$ cat src/design/nvms_pkg.sv
package nvms_pkg;

   localparam int DIM_BITS  = 14;
   localparam int RATE_BITS = 10;
   localparam int PIX_BITS  = 2 * DIM_BITS;
   localparam int CSR_IDX_BITS = 2;

   localparam logic [DIM_BITS-1:0]  REQ_WIDTH_RST  = DIM_BITS'(1280);
   localparam logic [DIM_BITS-1:0]  REQ_HEIGHT_RST = DIM_BITS'(720);
   localparam logic [RATE_BITS-1:0] REQ_FPS_RST    = RATE_BITS'(30);

   localparam logic [CSR_IDX_BITS-1:0] CSR_REQ_WIDTH  = CSR_IDX_BITS'(0);
   localparam logic [CSR_IDX_BITS-1:0] CSR_REQ_HEIGHT = CSR_IDX_BITS'(1);
   localparam logic [CSR_IDX_BITS-1:0] CSR_REQ_FPS    = CSR_IDX_BITS'(2);

   typedef struct packed {
      logic [DIM_BITS-1:0]  mode_width;
      logic [DIM_BITS-1:0]  mode_height;
      logic [RATE_BITS-1:0] mode_fps;
      logic                 has_mode;
      logic                 last_mode;
   } nvms_req_type;

   typedef struct packed {
      logic [DIM_BITS-1:0]  sel_width;
      logic [DIM_BITS-1:0]  sel_height;
      logic [RATE_BITS-1:0] sel_fps;
      logic                 used_request;
   } nvms_rsp_type;

   typedef enum logic [2:0] {
      ST_IDLE,
      ST_MUL_REQ,
      ST_MUL_MODE,
      ST_JUDGE_HI,
      ST_JUDGE_MAX,
      ST_FINISH
   } nvms_state_type;

   typedef struct packed {
      logic idle;
      logic mul_req;
      logic mul_mode;
      logic judge_hi;
      logic judge_max;
      logic finish;
   } nvms_ctrl_type;

   typedef struct packed {
      logic [PIX_BITS-1:0]  cand_pix;
      logic [PIX_BITS-1:0]  held_pix;
      logic [RATE_BITS-1:0] cand_rate;
      logic [RATE_BITS-1:0] held_rate;
      logic [RATE_BITS-1:0] target_rate;
      logic                 want_small;
      logic                 held_empty;
   } nvms_judge_type;

endpackage

$ cat src/design/nearest_video_mode_select.sv
// Nearest video mode selection.
// Modes arrive one per transaction on the req_ channel (width, height, rate,
// has_mode, last_mode). The block keeps the best mode at or above the
// requested pixel count and the best mode of the largest pixel count, and on
// the last transaction of a list returns one result on the rsp_ channel.
// A list without any mode (ended by a last transaction without one) returns the request.
// The request is written on the csr_ channel (index 0 width, 1 height,
// 2 rate); csr_ready is always high and writes belong between lists.
// A mode goes through these steps: accept, then two passes through the one
// shared multiplier for request and mode pixel counts, then two passes
// through the shared compare unit for the two candidate sets. No new item
// is accepted until these steps are done. An item without a mode is only
// accepted; after a last item the result is registered in a finish step.
// The result waits in an output register while rsp_stall is high; the next
// list can start meanwhile, and the block stalls only when a further result
// is ready before the held one is taken.
// Reset clears the list state, drops rsp_valid and loads the request
// registers with 1280 x 720 at 30 frames per second.
module nearest_video_mode_select (
   input  logic                                  clock,
   input  logic                                  reset,
   input  logic                                  req_valid,
   output logic                                  req_stall,
   input  nvms_pkg::nvms_req_type                req_data,
   output logic                                  rsp_valid,
   input  logic                                  rsp_stall,
   output nvms_pkg::nvms_rsp_type                rsp_data,
   input  logic                                  csr_valid,
   output logic                                  csr_ready,
   input  logic [nvms_pkg::CSR_IDX_BITS-1:0]     csr_index,
   input  logic [nvms_pkg::DIM_BITS-1:0]         csr_data
);

   localparam int DB = nvms_pkg::DIM_BITS;
   localparam int RB = nvms_pkg::RATE_BITS;
   localparam int PB = nvms_pkg::PIX_BITS;

   nvms_pkg::nvms_ctrl_type  ctrl;
   nvms_pkg::nvms_judge_type judge;
   nvms_pkg::nvms_req_type   item_ff;
   nvms_pkg::nvms_rsp_type   rsp_ff;
   nvms_pkg::nvms_rsp_type   rsp_in;

   logic [DB-1:0] req_width_ff, req_height_ff;
   logic [RB-1:0] req_fps_ff;

   logic          any_seen_ff, hi_valid_ff, rsp_valid_ff, rsp_valid_in;
   logic [PB-1:0] hi_pixels_ff, max_pixels_ff, rp_ff, product;
   logic [DB-1:0] hi_width_ff, hi_height_ff, max_width_ff, max_height_ff;
   logic [RB-1:0] hi_rate_ff, max_rate_ff;

   logic          req_fire, out_free, better, hi_upd, max_upd;
   logic [DB-1:0] mul_a, mul_b;

   assign req_fire  = req_valid && !req_stall;
   assign req_stall = !ctrl.idle;
   assign out_free  = !rsp_valid_ff || !rsp_stall;
   assign csr_ready = 1'b1;
   assign rsp_valid = rsp_valid_ff;
   assign rsp_data  = rsp_ff;

   nvms_seq u_seq (
      .clock     (clock),
      .reset     (reset),
      .req_fire  (req_fire),
      .req_has   (req_data.has_mode),
      .req_last  (req_data.last_mode),
      .item_last (item_ff.last_mode),
      .out_free  (out_free),
      .ctrl      (ctrl)
   );

   assign mul_a = ctrl.mul_req ? req_width_ff  : item_ff.mode_width;
   assign mul_b = ctrl.mul_req ? req_height_ff : item_ff.mode_height;

   nvms_mul u_mul (
      .clock      (clock),
      .load       (ctrl.mul_req || ctrl.mul_mode),
      .op_a       (mul_a),
      .op_b       (mul_b),
      .product_ff (product)
   );

   // one compare unit, pointed at the above-request set or the largest set
   always_comb begin
      judge.cand_pix    = product;
      judge.cand_rate   = item_ff.mode_fps;
      judge.target_rate = req_fps_ff;
      if (ctrl.judge_hi) begin
         judge.held_pix   = hi_pixels_ff;
         judge.held_rate  = hi_rate_ff;
         judge.want_small = 1'b1;
         judge.held_empty = !hi_valid_ff;
      end else begin
         judge.held_pix   = max_pixels_ff;
         judge.held_rate  = max_rate_ff;
         judge.want_small = 1'b0;
         judge.held_empty = !any_seen_ff;
      end
   end

   nvms_judge u_judge (
      .judge  (judge),
      .better (better)
   );

   assign hi_upd  = ctrl.judge_hi && (product >= rp_ff) && better;
   assign max_upd = ctrl.judge_max && better;

   always_comb begin
      if (!any_seen_ff) begin
         rsp_in.sel_width    = req_width_ff;
         rsp_in.sel_height   = req_height_ff;
         rsp_in.sel_fps      = req_fps_ff;
         rsp_in.used_request = 1'b1;
      end else if (hi_valid_ff) begin
         rsp_in.sel_width    = hi_width_ff;
         rsp_in.sel_height   = hi_height_ff;
         rsp_in.sel_fps      = hi_rate_ff;
         rsp_in.used_request = 1'b0;
      end else begin
         rsp_in.sel_width    = max_width_ff;
         rsp_in.sel_height   = max_height_ff;
         rsp_in.sel_fps      = max_rate_ff;
         rsp_in.used_request = 1'b0;
      end
   end

   always_comb begin
      rsp_valid_in = rsp_valid_ff;
      if (ctrl.finish) begin
         rsp_valid_in = 1'b1;
      end else if (rsp_valid_ff && !rsp_stall) begin
         rsp_valid_in = 1'b0;
      end
   end

   always_ff @(posedge clock) begin
      if (reset) begin
         req_width_ff  <= nvms_pkg::REQ_WIDTH_RST;
         req_height_ff <= nvms_pkg::REQ_HEIGHT_RST;
         req_fps_ff    <= nvms_pkg::REQ_FPS_RST;
      end else if (csr_valid && csr_ready) begin
         case (csr_index)
            nvms_pkg::CSR_REQ_WIDTH:  req_width_ff  <= csr_data;
            nvms_pkg::CSR_REQ_HEIGHT: req_height_ff <= csr_data;
            nvms_pkg::CSR_REQ_FPS:    req_fps_ff    <= csr_data[RB-1:0];
            default: ;
         endcase
      end
   end

   always_ff @(posedge clock) begin
      if (reset) begin
         any_seen_ff  <= 1'b0;
         hi_valid_ff  <= 1'b0;
         rsp_valid_ff <= 1'b0;
      end else begin
         rsp_valid_ff <= rsp_valid_in;
         if (ctrl.finish) begin
            any_seen_ff <= 1'b0;
            hi_valid_ff <= 1'b0;
         end else begin
            if (hi_upd) begin
               hi_valid_ff <= 1'b1;
            end
            if (ctrl.judge_max) begin
               any_seen_ff <= 1'b1;
            end
         end
      end
   end

   always_ff @(posedge clock) begin
      if (req_fire) begin
         item_ff <= req_data;
      end
      if (ctrl.mul_mode) begin
         rp_ff <= product;
      end
      if (hi_upd) begin
         hi_pixels_ff <= product;
         hi_width_ff  <= item_ff.mode_width;
         hi_height_ff <= item_ff.mode_height;
         hi_rate_ff   <= item_ff.mode_fps;
      end
      if (max_upd) begin
         max_pixels_ff <= product;
         max_width_ff  <= item_ff.mode_width;
         max_height_ff <= item_ff.mode_height;
         max_rate_ff   <= item_ff.mode_fps;
      end
      if (ctrl.finish) begin
         rsp_ff <= rsp_in;
      end
   end

endmodule

$ cat src/design/nvms_mul.sv
module nvms_mul (
   input  logic                           clock,
   input  logic                           load,
   input  logic [nvms_pkg::DIM_BITS-1:0]  op_a,
   input  logic [nvms_pkg::DIM_BITS-1:0]  op_b,
   output logic [nvms_pkg::PIX_BITS-1:0]  product_ff
);

   logic [nvms_pkg::PIX_BITS-1:0] product_in;

   always_comb begin
      product_in = product_ff;
      if (load) begin
         product_in = nvms_pkg::PIX_BITS'(op_a) * nvms_pkg::PIX_BITS'(op_b);
      end
   end

   always_ff @(posedge clock) begin
      product_ff <= product_in;
   end

endmodule

$ cat src/design/nvms_judge.sv
module nvms_judge (
   input  nvms_pkg::nvms_judge_type judge,
   output logic                     better
);

   logic [nvms_pkg::RATE_BITS-1:0] gap_cand;
   logic [nvms_pkg::RATE_BITS-1:0] gap_held;
   logic                           rate_win;
   logic                           pix_win;
   logic                           pix_same;

   always_comb begin
      gap_cand = (judge.cand_rate >= judge.target_rate) ?
                 judge.cand_rate - judge.target_rate : judge.target_rate - judge.cand_rate;
      gap_held = (judge.held_rate >= judge.target_rate) ?
                 judge.held_rate - judge.target_rate : judge.target_rate - judge.held_rate;
      // equal distance: a rate at or above the request beats one below it
      rate_win = (gap_cand < gap_held) ||
                 ((gap_cand == gap_held) && (judge.cand_rate >= judge.target_rate) &&
                  (judge.held_rate < judge.target_rate));
      pix_win  = judge.want_small ? (judge.cand_pix < judge.held_pix)
                                  : (judge.cand_pix > judge.held_pix);
      pix_same = judge.cand_pix == judge.held_pix;
      better   = judge.held_empty || pix_win || (pix_same && rate_win);
   end

endmodule

$ cat src/design/nvms_seq.sv
module nvms_seq (
   input  logic                   clock,
   input  logic                   reset,
   input  logic                   req_fire,
   input  logic                   req_has,
   input  logic                   req_last,
   input  logic                   item_last,
   input  logic                   out_free,
   output nvms_pkg::nvms_ctrl_type ctrl
);

   nvms_pkg::nvms_state_type state_ff;
   nvms_pkg::nvms_state_type state_in;

   always_comb begin
      state_in = state_ff;
      case (state_ff)
         nvms_pkg::ST_IDLE: begin
            if (req_fire) begin
               if (req_has) begin
                  state_in = nvms_pkg::ST_MUL_REQ;
               end else if (req_last) begin
                  state_in = nvms_pkg::ST_FINISH;
               end
            end
         end
         nvms_pkg::ST_MUL_REQ:   state_in = nvms_pkg::ST_MUL_MODE;
         nvms_pkg::ST_MUL_MODE:  state_in = nvms_pkg::ST_JUDGE_HI;
         nvms_pkg::ST_JUDGE_HI:  state_in = nvms_pkg::ST_JUDGE_MAX;
         nvms_pkg::ST_JUDGE_MAX: begin
            state_in = item_last ? nvms_pkg::ST_FINISH : nvms_pkg::ST_IDLE;
         end
         nvms_pkg::ST_FINISH: begin
            if (out_free) begin
               state_in = nvms_pkg::ST_IDLE;
            end
         end
         default: state_in = nvms_pkg::ST_IDLE;
      endcase
   end

   always_comb begin
      ctrl = '0;
      case (state_ff)
         nvms_pkg::ST_IDLE:      ctrl.idle      = 1'b1;
         nvms_pkg::ST_MUL_REQ:   ctrl.mul_req   = 1'b1;
         nvms_pkg::ST_MUL_MODE:  ctrl.mul_mode  = 1'b1;
         nvms_pkg::ST_JUDGE_HI:  ctrl.judge_hi  = 1'b1;
         nvms_pkg::ST_JUDGE_MAX: ctrl.judge_max = 1'b1;
         nvms_pkg::ST_FINISH:    ctrl.finish    = out_free;
         default:                ctrl           = '0;
      endcase
   end

   always_ff @(posedge clock) begin
      if (reset) begin
         state_ff <= nvms_pkg::ST_IDLE;
      end else begin
         state_ff <= state_in;
      end
   end

endmodule
$ cat config.mk
export PLATFORM = sky130hd
export DESIGN_NAME = nearest_video_mode_select
export DESIGN_NICKNAME = d
export VERILOG_FILES = /design/src/design/nvms_pkg.sv /design/src/design/nearest_video_mode_select.sv /design/src/design/nvms_mul.sv /design/src/design/nvms_judge.sv /design/src/design/nvms_seq.sv
export SDC_FILE = /design/constraint.sdc
export NUM_CORES = 1
export LEC_CHECK = 0
export BUFFER_PORTS_ARGS = -buffer_cell sky130_fd_sc_hd__buf_2
export CAP_MARGIN = 20
export CELL_PAD_IN_SITES_DETAIL_PLACEMENT = 2
export CELL_PAD_IN_SITES_GLOBAL_PLACEMENT = 2
export CORE_MARGIN = 1.5
export CORE_UTILIZATION = 40
export DETAILED_ROUTE_END_ITERATION = 8
export PLACE_DENSITY = 0.78
export SLEW_MARGIN = 0
export SYNTH_ARGS = -nofsm -noshare
export SYNTH_HDL_FRONTEND = slang
export SYNTH_SLANG_ARGS = --single-unit
export TNS_END_PERCENT = 100
$ cat constraint.sdc
create_clock -name clock -period 29.7 [get_ports clock]
set_clock_uncertainty 0.2 [all_clocks]
set_input_delay 1.485 -clock clock [delete_from_list [all_inputs] [get_ports clock]]
set_output_delay 1.485 -clock clock [all_outputs]
set_load 0.05 [all_outputs]
# Word-level counts from Yosys, hierarchy flattened
# Cells that the tools add are included.
# classes
addsub	4
n_mul	1
magnitude_cmp	7
n_eq_ne	12
muxes	24
n_reduce_logical	26
# ops
cell	count
$mux W39	2
$sub A10 B10 Y10	4
$mux W10	3
$eq A28 B28 Y1	1
$ge A28 B28 Y1	1
$gt A28 B28 Y1	1
$lt A28 B28 Y1	1
$mul A14 B14 Y28	1
$mux W14	2
$mux W28	1
$ge A10 B10 Y1	2
$lt A10 B10 Y1	2
$pmux W3 S6	1
$mux W3	5
$eq A10 B10 Y1	1
$mux W1	9
$logic_and A1 B1 Y1	8
$eq A3 B2 Y1 const B	2
$eq A3 B3 Y1 const B	2
$reduce_and A2 Y1	3
$logic_not A1 Y1	5
$logic_or A1 B1 Y1	5
$eq A3 B1 Y1 const B	1
$logic_not A3 Y1	1
other kinds (10)	10
# totals
reg_bits	310
input_bits	61
output_inout_bits	42
elab_cells	99

# Depth between registers and ports, before layout
# Gate-level depths: netlist of run 1.
# depth
depth_word	12
mapped_depth	29
mapped_depth_nobuf	25

# By module
# A second synthesis of run 1 with hierarchy kept.
# hier_totals
hier_cells	1952
hier_area_um2	21489.4
# modules_own_cells
mod	instances	cells_per_inst	area_each_um2	seq_area_each_um2
nearest_video_mode_select	1	729	10954.3	7967.6
nvms_mul	1	832	7648.6	840.8
nvms_judge	1	366	2687.6	0.0
nvms_seq	1	25	198.9	60.1

# Worst setup path before layout of run 1
# OpenSTA, ideal clock, no wires.
# synth_path
kind	reg2reg
startpoint	reg u_seq.state_ff[0]
endpoint	reg max_height_ff[0], enable pin
setup_time_ps	572
t_arrival_ps	8986
required_ps	28928
setup_slack_ps	19942
path_stages_with_launch	27
n_path_buf	3
period_less_slack_ps	9758
path_cell_list	dfxtp_1 > buf_2 > nand2_1 > nor2_1 > buf_2 > mux2i_1 > inv_1 > fa_1 > a21o_1 > a21o_1 > a21oi_1 > o21ai_0 > a41o_1 > buf_2 > a211oi_1 > a21oi_1 > xnor2_1 > ha_1 > nand4_1 > nor2_1 > o21ai_0 > nor3_1 > o21ai_0 > o21ai_0 > nand2_1 > o211a_1 > nor3_1
# synth_between
elab_chain_len	12
elab_cells_between_ends	25
classes_between	2 x add/sub; 5 x order compare; 4 x eq/ne; 7 x mux; 7 x reduce/logical
# synth_rtl
element	line_no	text
start: declaration	nvms_seq.sv:12	nvms_pkg::nvms_state_type state_ff;
start signal: assignment	nvms_seq.sv:57	state_ff <= nvms_pkg::ST_IDLE;
start signal: assignment	nvms_seq.sv:59	state_ff <= state_in;
parallel branches: the longest is 11 deep, another holds $sub A10 B10 Y10	-	
$logic_and A1 B1 Y1 (*)	nearest_video_mode_select.sv:108	assign max_upd = ctrl.judge_max && better;
named net max_upd	nearest_video_mode_select.sv:52	logic req_fire, out_free, better, hi_upd, max_upd;
end signal: assignment	nearest_video_mode_select.sv:190	max_height_ff <= item_ff.mode_height;
end: declaration	nearest_video_mode_select.sv:49	logic [DB-1:0] hi_width_ff, hi_height_ff, max_width_ff, max_height_ff;
# Mark *: on every way through the listed nets, which the timed path passes.
# A chain may end at the register's enable or synchronous reset.

# Worst setup path after layout of run 1
# layout_path
startpoint	reg u_seq.state_ff[0]
endpoint	reg u_mul.product_ff[26] (netlist bit) (data pin)
# layout_between
elab_chain_len	4
elab_cells_between_ends	5
classes_between	1 x mul; 1 x eq/ne; 3 x mux
# layout_rtl
element	line_no	text
$eq A3 B1 Y1 (*)	nvms_seq.sv:44	case (state_ff)
$mux W1 (*)	nvms_seq.sv:44	
$mux W14 (on tied branches)	nearest_video_mode_select.sv:73, nearest_video_mode_select.sv:74	
$mul A14 B14 Y28 (*)	nvms_mul.sv:14	product_in = nvms_pkg::PIX_BITS'(op_a) * nvms_pkg::PIX_BITS'(op_b);
end signal: assignment	nvms_mul.sv:19	product_ff <= product_in;
end: declaration	nvms_mul.sv:6	output logic [nvms_pkg::PIX_BITS-1:0] product_ff
# Mark *: on every way between the ends. The rest lies on a longest branch, timed or not.

==> results of run 1 <==
==> power groups by stage <==
stage	logic, mW	clock network [mW]	registers, mW
2_1_floorplan	1.33	0	0.654
3_3_place_gp	1.71	0	0.670
3_5_place_dp	1.82	0	0.675
4_1_cts	1.86	0.483	0.666
5_1_grt	2.08	0.496	0.670
6_report	1.81	0.473	0.664
==> registers in the layout, indices dropped and copies added (netlist names) <==
name,flops
rsp_data,39
hi_height_ff,14
hi_pixels_ff,28
max_width_ff,14
hi_rate_ff,10
req_height_ff,14
rp_ff,28
max_height_ff,14
item_ff,39
hi_valid_ff,1
any_seen_ff,1
u_mul.product_ff,28
req_fps_ff,10
rsp_valid,1
req_width_ff,14
hi_width_ff,14
u_seq.state_ff,3
max_pixels_ff,28
max_rate_ff,10
==> worst max-delay path, cell delays in order, from the launching register on <==
cell	delay [ns]
dfxtp_1	0.51
nor3b_2	0.28
buf_4	0.67
mux2i_1	0.62
nor2_1	0.16
fa_1	0.56
inv_1	0.06
fa_1	0.47
inv_1	0.05
fa_1	0.51
inv_1	0.06
fa_1	0.53
inv_1	0.05
fa_1	0.47
inv_1	0.05
fa_1	0.47
inv_1	0.04
ha_1	0.34
nand3_1	0.16
nor2_1	0.07
a211oi_1	0.48
o21ai_0	0.31
o41ai_2	0.39
o21ai_1	0.21
nand2_1	0.14
a311oi_1	0.10
xor2_1	0.16
==> cell usage after synthesis, types with 2 or more instances <==
master	number
buf_1	8
a211oi_1	4
edfxtp_1	266
inv_1	232
o211a_1	2
and3_1	2
o21bai_1	10
a21o_1	49
o211ai_1	3
o21ai_1	4
mux2i_1	109
nor3b_1	3
fa_1	145
buf_2	7
ha_1	196
nand2_1	198
nand2b_1	8
nand4_1	10
nand3_1	12
nor2_1	166
a21oi_1	121
mux2_2	26
dfxtp_1	44
o21a_1	9
a41o_1	2
xor2_1	14
nand3b_1	8
and3b_1	2
nor3_1	13
a31oi_1	5
o21ai_0	27
or3_1	3
nor2b_1	10
xnor2_1	28
or2_2	5
and4_1	3
mux2i_2	2
a211o_1	7
a311oi_1	3
clkbuf_1	34
and2_1	4
buf_6	2
==> layout by cell type (no fill, tap or decap), types with 6 or more instances in the layout <==
cell,count
a211o_1,7
a21o_1,49
a21oi_1,120
buf_2,101
buf_4,22
clkbuf_1,11
clkbuf_16,38
clkinv_1,6
dfxtp_1,42
edfxtp_1,266
fa_1,145
ha_1,196
inv_1,232
mux2_2,26
mux2i_1,109
nand2_1,198
nand2b_1,8
nand3_1,12
nand3b_1,8
nand4_1,10
nor2_1,164
nor2b_1,9
nor3_1,12
o21a_1,9
o21ai_0,27
o21bai_1,10
xnor2_1,28
xor2_1,14
==> worst max path at each step <==
stage / from / end / slack (ns) / cells past startpoint
after floorplan: u_seq.state_ff[0] / max_height_ff[0] / 19.94 / 26
after global placement: u_seq.state_ff[0] / u_mul.product_ff[26] / 21.64 / 26
after detailed placement: u_seq.state_ff[0] / u_mul.product_ff[26] / 21.29 / 26
after CTS: u_seq.state_ff[0] / u_mul.product_ff[26] / 21.23 / 26
after global routing: u_seq.state_ff[0] / u_mul.product_ff[26] / 20.73 / 26
final: u_seq.state_ff[0] / u_mul.product_ff[26] / 21.27 / 26
==> through the flow <==
| stage | hold WS [ns] | area [sq um] | total power [mW] | setup WS, ns | instances |
|---|---|---|---|---|---|
| final | 0.290 | 23200 | 2.95 | 21.27 | 2645 |
| after detailed placement | 0.267 | 22000 | 2.49 | 21.29 | 2577 |
| after global routing | 0.294 | 23200 | 3.24 | 20.73 | 2645 |
| after floorplan | 0.241 | 20600 | 1.98 | 19.94 | 1827 |
| after global placement | 0.253 | 22000 | 2.37 | 21.64 | 2577 |
| after CTS | 0.289 | 23200 | 3.01 | 21.23 | 2644 |
==> per-layer routing <==
metal | wire length, um | GRT usage | vias up
li1 | - | - | 6452
met1 | 25600 | 0.291 | 7456
met2 | 32600 | 0.443 | 226
met3 | 1740 | 0.0278 | 100
met4 | 1570 | 0.0682 | 0
met5 | 0 | 0 | -
==> final cells by class <==
cell class,count,share of cell area
multi-input combinational,1233,0.462
clock buffer,51,0.0439
tap,680,0.0366
clock inverter,16,0.00943
timing repair buffer,123,0.0289
sequential,310,0.382
inverter,232,0.0375
==> cells by family after synthesis <==
family	count (synthesis)
AOI/OAI and AO/OA	261
xor gates and xnor gates	42
adders and majority gates	341
buffers and inverters	284
DFF	310
muxes	138
other	1
and+or+nand+nor	450
==> results_dict.tcl, run 1 <==
set metrics [dict create \
    avgSynthCellArea_sq_um 11.3 \
    start_util 0.403 \
    synth_top_area_frac 0.387 \
    die_h_um 230 \
    ff2ff_setup_slack_ns 21.27 \
    yosys-top-cells-area "edfxtp_1 (39%), fa_1 (14%), ha_1 (12%)" \
    grt_max_degree 77 \
    post_cts_buffers 0 \
    ir_worst_vdd_v 0.000175 \
    cts_buffers 37 \
    dpl.hpwl_um 46700 \
    crit_path_end_kind "register" \
    rr_endpoint "u_mul.product_ff[26]" \
    cts_sinks 310 \
    io_pins 103 \
    grt_use_total 0.239 \
    synth_cells 1827 \
    numPortBuffers 101 \
    globalplace.congestion 0.885 \
    yosys_most_used_dff "edfxtp_1" \
    min_to "hi_height_ff[2]" \
    ys_seq_area_frac 0.430 \
    r2r.worst_path.cells 26 \
    nets 2339 \
    holdBufCountCts 0 \
    min_path_type "reg -> reg" \
    ys_ff_latch 310 \
    drt_iter0_drc 705 \
    final.period_utilization 0.284 \
    p_leak_nw 9.94 \
    crit_fanout 53 \
    drc 0 \
    avgRoutedWirePerCell_um 23.3 \
    n_fill_cell 5246 \
    clkPwrFrac 0.160 \
    setup_viol 0 \
    die_area_sq_mm 0.0530 \
    ant_nets 0 \
    p_sw_frac 0.435 \
    finalCriticalPeriod_ns 8.43 \
    whs_path_depth 0 \
    cp_data_required_time_ns 29.79 \
    muxShareOfSynthArea 0.0689 \
    rsz0062_at_grt "false" \
    fp.dieW_um 230 \
    synth-simple-area-share 0.0921 \
    final_max_slew_viol_count 0 \
    row_count 83 \
    critPathKind "reg -> reg" \
    root_buffer "clkbuf_16" \
    gr-total-overflow 0 \
    combPwrFrac 0.615 \
    ys_types 63 \
    grt_pass1_vias 16500 \
    synth_fp_nets 2229 \
    maxCapViolCount 0 \
    tritoncts "yes" \
    cts_resized 0 \
    vias 14200 \
    clock_tree.buffer_depth 3 \
    diodes 0 \
    via_per_inst 5.38 \
    hold_start "item_ff[14]" \
    synth_fa_ha_area_frac 0.259 \
    synth.largest_area_cell "edfxtp_1" \
    arrival_ns 8.52 \
    h-tree-depth 2 \
    startpoint_type "register" \
    core_area_sq_mm 0.0512 \
    grt_pass1_wl_um 97100 \
    power_density_mw_per_mm2 127 \
    tns_ns 0 \
    seqCellArea_sq_mm 0.00887 \
    slew_headroom 0.323 \
    drt_wl_total_um 61500 \
    max_freq_mhz 119 \
    antenna_found_initial 0 \
    clk_pin_slew_worst_paths_ns 0.06 \
    syn_area_sq_mm 0.0206 \
    synth_compound_area_frac 0.0790 \
    synth_top_family_by_area "adder cells" \
    utilization 0.454 \
    synth_edf_count 266 \
    synthXorXnorAreaFrac 0.0178 \
    worst_pin_slew_ns 1.01 \
    yosysWarnings 0 \
    multi_input_area_sq_mm 0.0107 \
    async_flop_share 0 \
    p_switching_mw 1.28 \
    syn_to_final_growth_pct 12.5 \
    status "finished, final reports clean" \
    hold_viol_final 0 \
    dr.pass1.iters 4 \
    r2r-start "u_seq.state_ff[0]" \
    layout-drive-gt1-share 0.113 \
    seqPwrFrac 0.225 \
    internal-power_mw 1.67 \
    clock_latency_ns 0.56 \
]
Power figures use the tool's default switching activity.
==> run 2, diff against run 1 <==
- clock period: 29.7 -> 8.7 ns (I/O delays scaled with it)
==> run 2 against run 1 <==
Against the previous run:
- die area stayed put
- global-route usage is 1.2 points higher
- flip-flop and latch count stayed put
- fmax is 2.3% higher
- sequential share of layout area is 0.97 points lower
- highest routed layer unchanged
- count of clock-buffer cells in the layout is 2 higher
- worst hold slack worse by 0.26 ns
- critical path depth stayed put
- critical path type unchanged
==> results_dict.tcl, run 2 (synthesized netlist as in run 1, its figures left out) <==
set metrics [dict create \
    setup_viol 0 \
    final_cell_mix "edfxtp_1 (266), inv_1 (232), nand2_1 (198), ha_1 (196), nor2_1 (164)" \
    via_per_inst 5.41 \
    cts_sinks 310 \
    numPortBuffers 101 \
    globalplace.congestion 0.848 \
    cp_num_buf_inv 7 \
    die_area_sq_mm 0.0530 \
    h-tree-depth 2 \
    grt_use_total 0.252 \
    avgRoutedWirePerCell_um 23.9 \
    arrival_ns 8.31 \
    holdWs_ns 0.0315 \
    worst_pin_slew_ns 0.970 \
    core_area_sq_mm 0.0512 \
    startpoint_type "register" \
    syn_to_final_growth_pct 15.5 \
    drt_iter0_drc 676 \
    drt_wl_total_um 64700 \
    clock_tree.buffer_depth 3 \
    post_cts_buffers 0 \
    gr-total-overflow 0 \
    crit_path_end_kind "register" \
    clk_pin_slew_worst_paths_ns 0.06 \
    cts_buffers 38 \
    cp_top_family "adder cells" \
    layout-drive-gt1-share 0.117 \
    tritoncts "yes" \
    ir_worst_vdd_v 0.000558 \
    rsz0062_at_grt "false" \
    n_fill_cell 5187 \
    min_path_type "in -> reg" \
    cpPeakStageDelay_ns 0.57 \
    final_max_slew_viol_count 0 \
    ant_nets 0 \
    tns_ns 0 \
    antenna_found_initial 2 \
    die_h_um 230 \
    maxCapViolCount 0 \
    hold_viol_final 0 \
    clock_latency_ns 0.57 \
    start_util 0.403 \
    vias 14600 \
    placed_area_sq_mm 0.0221 \
    max_freq_mhz 121 \
    final_common_cell "edfxtp_1" \
    drc 0 \
    dr.pass1.iters 4 \
    finalCriticalPeriod_ns 8.24 \
    cp_slowest_cell "fa_1" \
    row_count 83 \
    stdcell_area_sq_mm 0.0238 \
    crit_fanout 53 \
    grt_pass1_wl_um 102000 \
    io_pins 103 \
    grt_pass1_vias 17400 \
    final.period_utilization 0.947 \
    slew_headroom 0.353 \
    nets 2401 \
    power_density_mw_per_mm2 424 \
    cp_data_required_time_ns 8.77 \
    status "finished, final reports clean" \
    root_buffer "clkbuf_16" \
    grt_max_degree 78 \
    critPathKind "reg -> reg" \
    fp.dieW_um 230 \
    cts_resized 0 \
    p_leak_nw 10.2 \
    dpl.hpwl_um 46300 \
]
-- run 2: cell types whose count changed in the layout (fill, tap and decap cells not counted), sizes merged --
| cell | delta |
|---|---|
| buf | +8 |
| diode | +1 |
| clkinv | +2 |
| bufinv | -3 |
| dlygate4sd3 | +53 |
| clkbuf | +2 |
-- run 2: layout make-up --
class                           instances  area (sq um)  area share
Clock buffer                           53          1080      0.0453
Tap cell                              680           851      0.0357
Multi-Input combinational cell       1233         10700       0.450
Antenna cell                            1          2.50    0.000105
Clock inverter                         15           143     0.00598
Timing Repair Buffer                  184          1290      0.0540
Inverter                              232           871      0.0365
Sequential cell                       310          8870       0.372
-- run 2: per-layer routing --
metal | wire length, um | global-route usage
met3 | 2060 | 0.0327
met2 | 34600 | 0.473
met4 | 1800 | 0.0743
met5 | 0 | 0
met1 | 26300 | 0.297
-- run 2: what timing repair did --
action / CTS / global route
hold buffers: 53 / 0
endpoints found under the hold margin: 72 / 0
endpoints found under the setup margin: 0 / 0
-- run 2: worst paths after layout --
path                     start              endpoint  slack [ns]  depth (start not counted)
min reg2reg   req_height_ff[3]      req_height_ff[3]        0.30                          2
max          u_seq.state_ff[0]  u_mul.product_ff[26]        0.46                         26
max reg2reg  u_seq.state_ff[0]  u_mul.product_ff[26]        0.46                         26
min                  rsp_stall             rsp_valid        0.03                          3
-- run 2: through the flow --
step | instances | total power [mW] | setup WS, ns | utilization
6_report | 2708 | 10.1 | 0.459 | 0.466
5_1_grt | 2708 | 11.1 | 0.0320 | 0.466
4_1_cts | 2706 | 10.3 | 0.457 | 0.465
3_5_place_dp | 2585 | 8.54 | 0.571 | 0.431
3_3_place_gp | 2585 | 8.13 | 0.887 | 0.431
2_1_floorplan | 1827 | 6.77 | 0.524 | -
-- run 2: tightest hold or removal path, cell delays in order --
cell     delay, ns
buf_2         0.13
nand2_1       0.09
a21oi_1       0.07
-- run 2: where the power goes --
group          leakage (nW)  switching (mW)  internal (mW)
logic                  6.82            3.62           2.64
registers              2.79           0.148           2.12
clock network         0.603           0.658          0.929
==> run 3, diff against run 2 <==
==> constraint.sdc (replaced) <==
create_clock -name clock -period 9.7 [get_ports clock]
set_clock_uncertainty 0.2 [all_clocks]
set_input_delay 0.485 -clock clock [delete_from_list [all_inputs] [get_ports clock]]
set_output_delay 0.485 -clock clock [all_outputs]
set_load 0.005 [all_outputs]
==> run 3 against run 2 <==
Against the previous run:
- worst hold slack got worse by 0.011 ns
- critical path depth did not move
- non-clock buffer count fell by 18
- count of clock-buffer cells in the layout did not move
- total power fell by 9.5%
- first-iteration DRC count fell by 6.1%
- global-route usage rose by 0.36 points
- die area did not move
- fmax fell by 5.8%
- design area fell by 0.68%
- clock power fell by 10%
- sequential power fell by 10%
- critical path type unchanged
- highest routed layer unchanged
==> results_dict.tcl, run 3 (synthesized netlist as in run 1, its figures left out) <==
set metrics [dict create \
    tritoncts "yes" \
    critPathKind "reg -> reg" \
    crit_start "u_seq.state_ff[0]" \
    row_count 83 \
    drc 0 \
    nets 2382 \
    placed_area_sq_mm 0.0220 \
    fp.dieW_um 230 \
    finalCriticalPeriod_ns 8.75 \
    rsz0062_at_grt "false" \
    r2r-start "u_seq.state_ff[0]" \
    worst_pin_slew_ns 1.18 \
    dr.pass1.iters 5 \
    crit_fanout 53 \
    grt_pass1_wl_um 102000 \
    avgRoutedWirePerCell_um 24.5 \
    stdcell_area_sq_mm 0.0237 \
    die_h_um 230 \
    tns_ns 0 \
    globalplace.congestion 0.851 \
    max_freq_mhz 114 \
    layout-drive-gt1-share 0.112 \
    total_power_mw 9.15 \
    drt_wl_total_um 65900 \
    vias 14700 \
    ir_worst_vdd_v 0.000547 \
    cts_buffers 37 \
    cts_sinks 310 \
    cp_data_required_time_ns 9.79 \
    p_leak_nw 10.1 \
    core_area_sq_mm 0.0512 \
    final_max_slew_viol_count 0 \
    drt_iter0_drc 635 \
    die_area_sq_mm 0.0530 \
    root_buffer "clkbuf_16" \
    setup_viol 0 \
    hold_start "csr_data[1]" \
    power_density_mw_per_mm2 387 \
    cp_top_family "adder cells" \
    startpoint_type "register" \
    final_cell_mix "edfxtp_1 (266), inv_1 (232), nand2_1 (198), ha_1 (196), nor2_1 (164)" \
    grt_pass1_vias 17100 \
    final.period_utilization 0.902 \
    grt_use_total 0.255 \
    numPortBuffers 101 \
    cp_num_buf_inv 7 \
    clock_tree.buffer_depth 3 \
    dpl.hpwl_um 46400 \
    min_path_type "in -> reg" \
    clock_latency_ns 0.56 \
    cts_resized 0 \
    gr-total-overflow 0 \
    hold_viol_final 0 \
    start_util 0.403 \
    final_common_cell "edfxtp_1" \
    cpPeakStageDelay_ns 0.71 \
    ant_nets 0 \
    crit_path_end_kind "register" \
    slew_headroom 0.189 \
    io_pins 103 \
    grt_max_degree 78 \
    h-tree-depth 2 \
    arrival_ns 8.84 \
    status "finished, final reports clean" \
    clk_pin_slew_worst_paths_ns 0.06 \
    antenna_found_initial 1 \
    cp_slowest_cell "mux2i_1" \
    holdWs_ns 0.0205 \
    via_per_inst 5.45 \
    maxCapViolCount 0 \
    syn_to_final_growth_pct 14.7 \
]
[run 3: changes by cell type in the layout (fill, tap and decap cells not counted), moves of 2 or more]
| cell | delta |
|---|---|
| buf_4 | -9 |
| dlygate4sd3_1 | -9 |
| clkinv_1 | +2 |
| inv_6 | +2 |
| clkinv_2 | -3 |
[run 3: worst reg2reg max path, stage by stage, from the launching register on]
cell and delay, ns:
dfxtp_1 0.54, nor3b_2 0.27, buf_4 0.67, mux2i_1 0.77
nor2_1 0.19, fa_1 0.60, inv_1 0.12, fa_1 0.51
inv_1 0.06, fa_1 0.52, inv_1 0.06, fa_1 0.53
inv_1 0.05, fa_1 0.47, inv_1 0.05, fa_1 0.49
inv_1 0.05, ha_1 0.34, nand3_1 0.16, nor2_1 0.07
a211oi_1 0.50, o21ai_0 0.29, o41ai_2 0.38, o21ai_1 0.21
nand2_1 0.13, a311oi_1 0.10, xor2_1 0.16
[run 3: area by class of cell]
type,instances,area (sq um)
inverter,232,871
multi-input combinational,1233,10700
sequential,310,8870
timing repair buffer,166,1130
antenna,1,2.50
clock buffer,53,1070
fill,5173,27500
tap,680,851
clock inverter,14,148
[run 3: timing repair]
action,in CTS,in global routing
buffers inserted,0,0
hold endpoints to repair,48,0
hold buffers,44,0
[run 3: stage by stage]
stage,worst slack (ns),cells,util
5_1_grt,0.384,2689,0.462
2_1_floorplan,1.52,1827,-
4_1_cts,1.06,2687,0.462
3_3_place_gp,1.58,2576,0.430
6_report,0.948,2689,0.462
3_5_place_dp,1.29,2576,0.430
[run 3: per-layer routing]
| metal | wire (um) | GRT usage |
|---|---|---|
| met5 | 0 | 0 |
| met4 | 2200 | 0.0897 |
| met3 | 2610 | 0.0346 |
| met2 | 35400 | 0.482 |
| met1 | 25700 | 0.293 |
[run 3: path summary, 6_finish.rpt]
check | endpoint | slack, ns | cells after the start
max | u_mul.product_ff[26] | 0.95 | 26
min reg2reg | max_height_ff[3] | 0.29 | 0
min | req_width_ff[1] | 0.02 | 3
max reg2reg | u_mul.product_ff[26] | 0.95 | 26
[run 3: power by group]
part / switching, mW / total, mW / internal, mW
Sequential: 0.135 / 2.04 / 1.90
Combinational: 3.31 / 5.68 / 2.38
Clock: 0.584 / 1.43 / 0.848
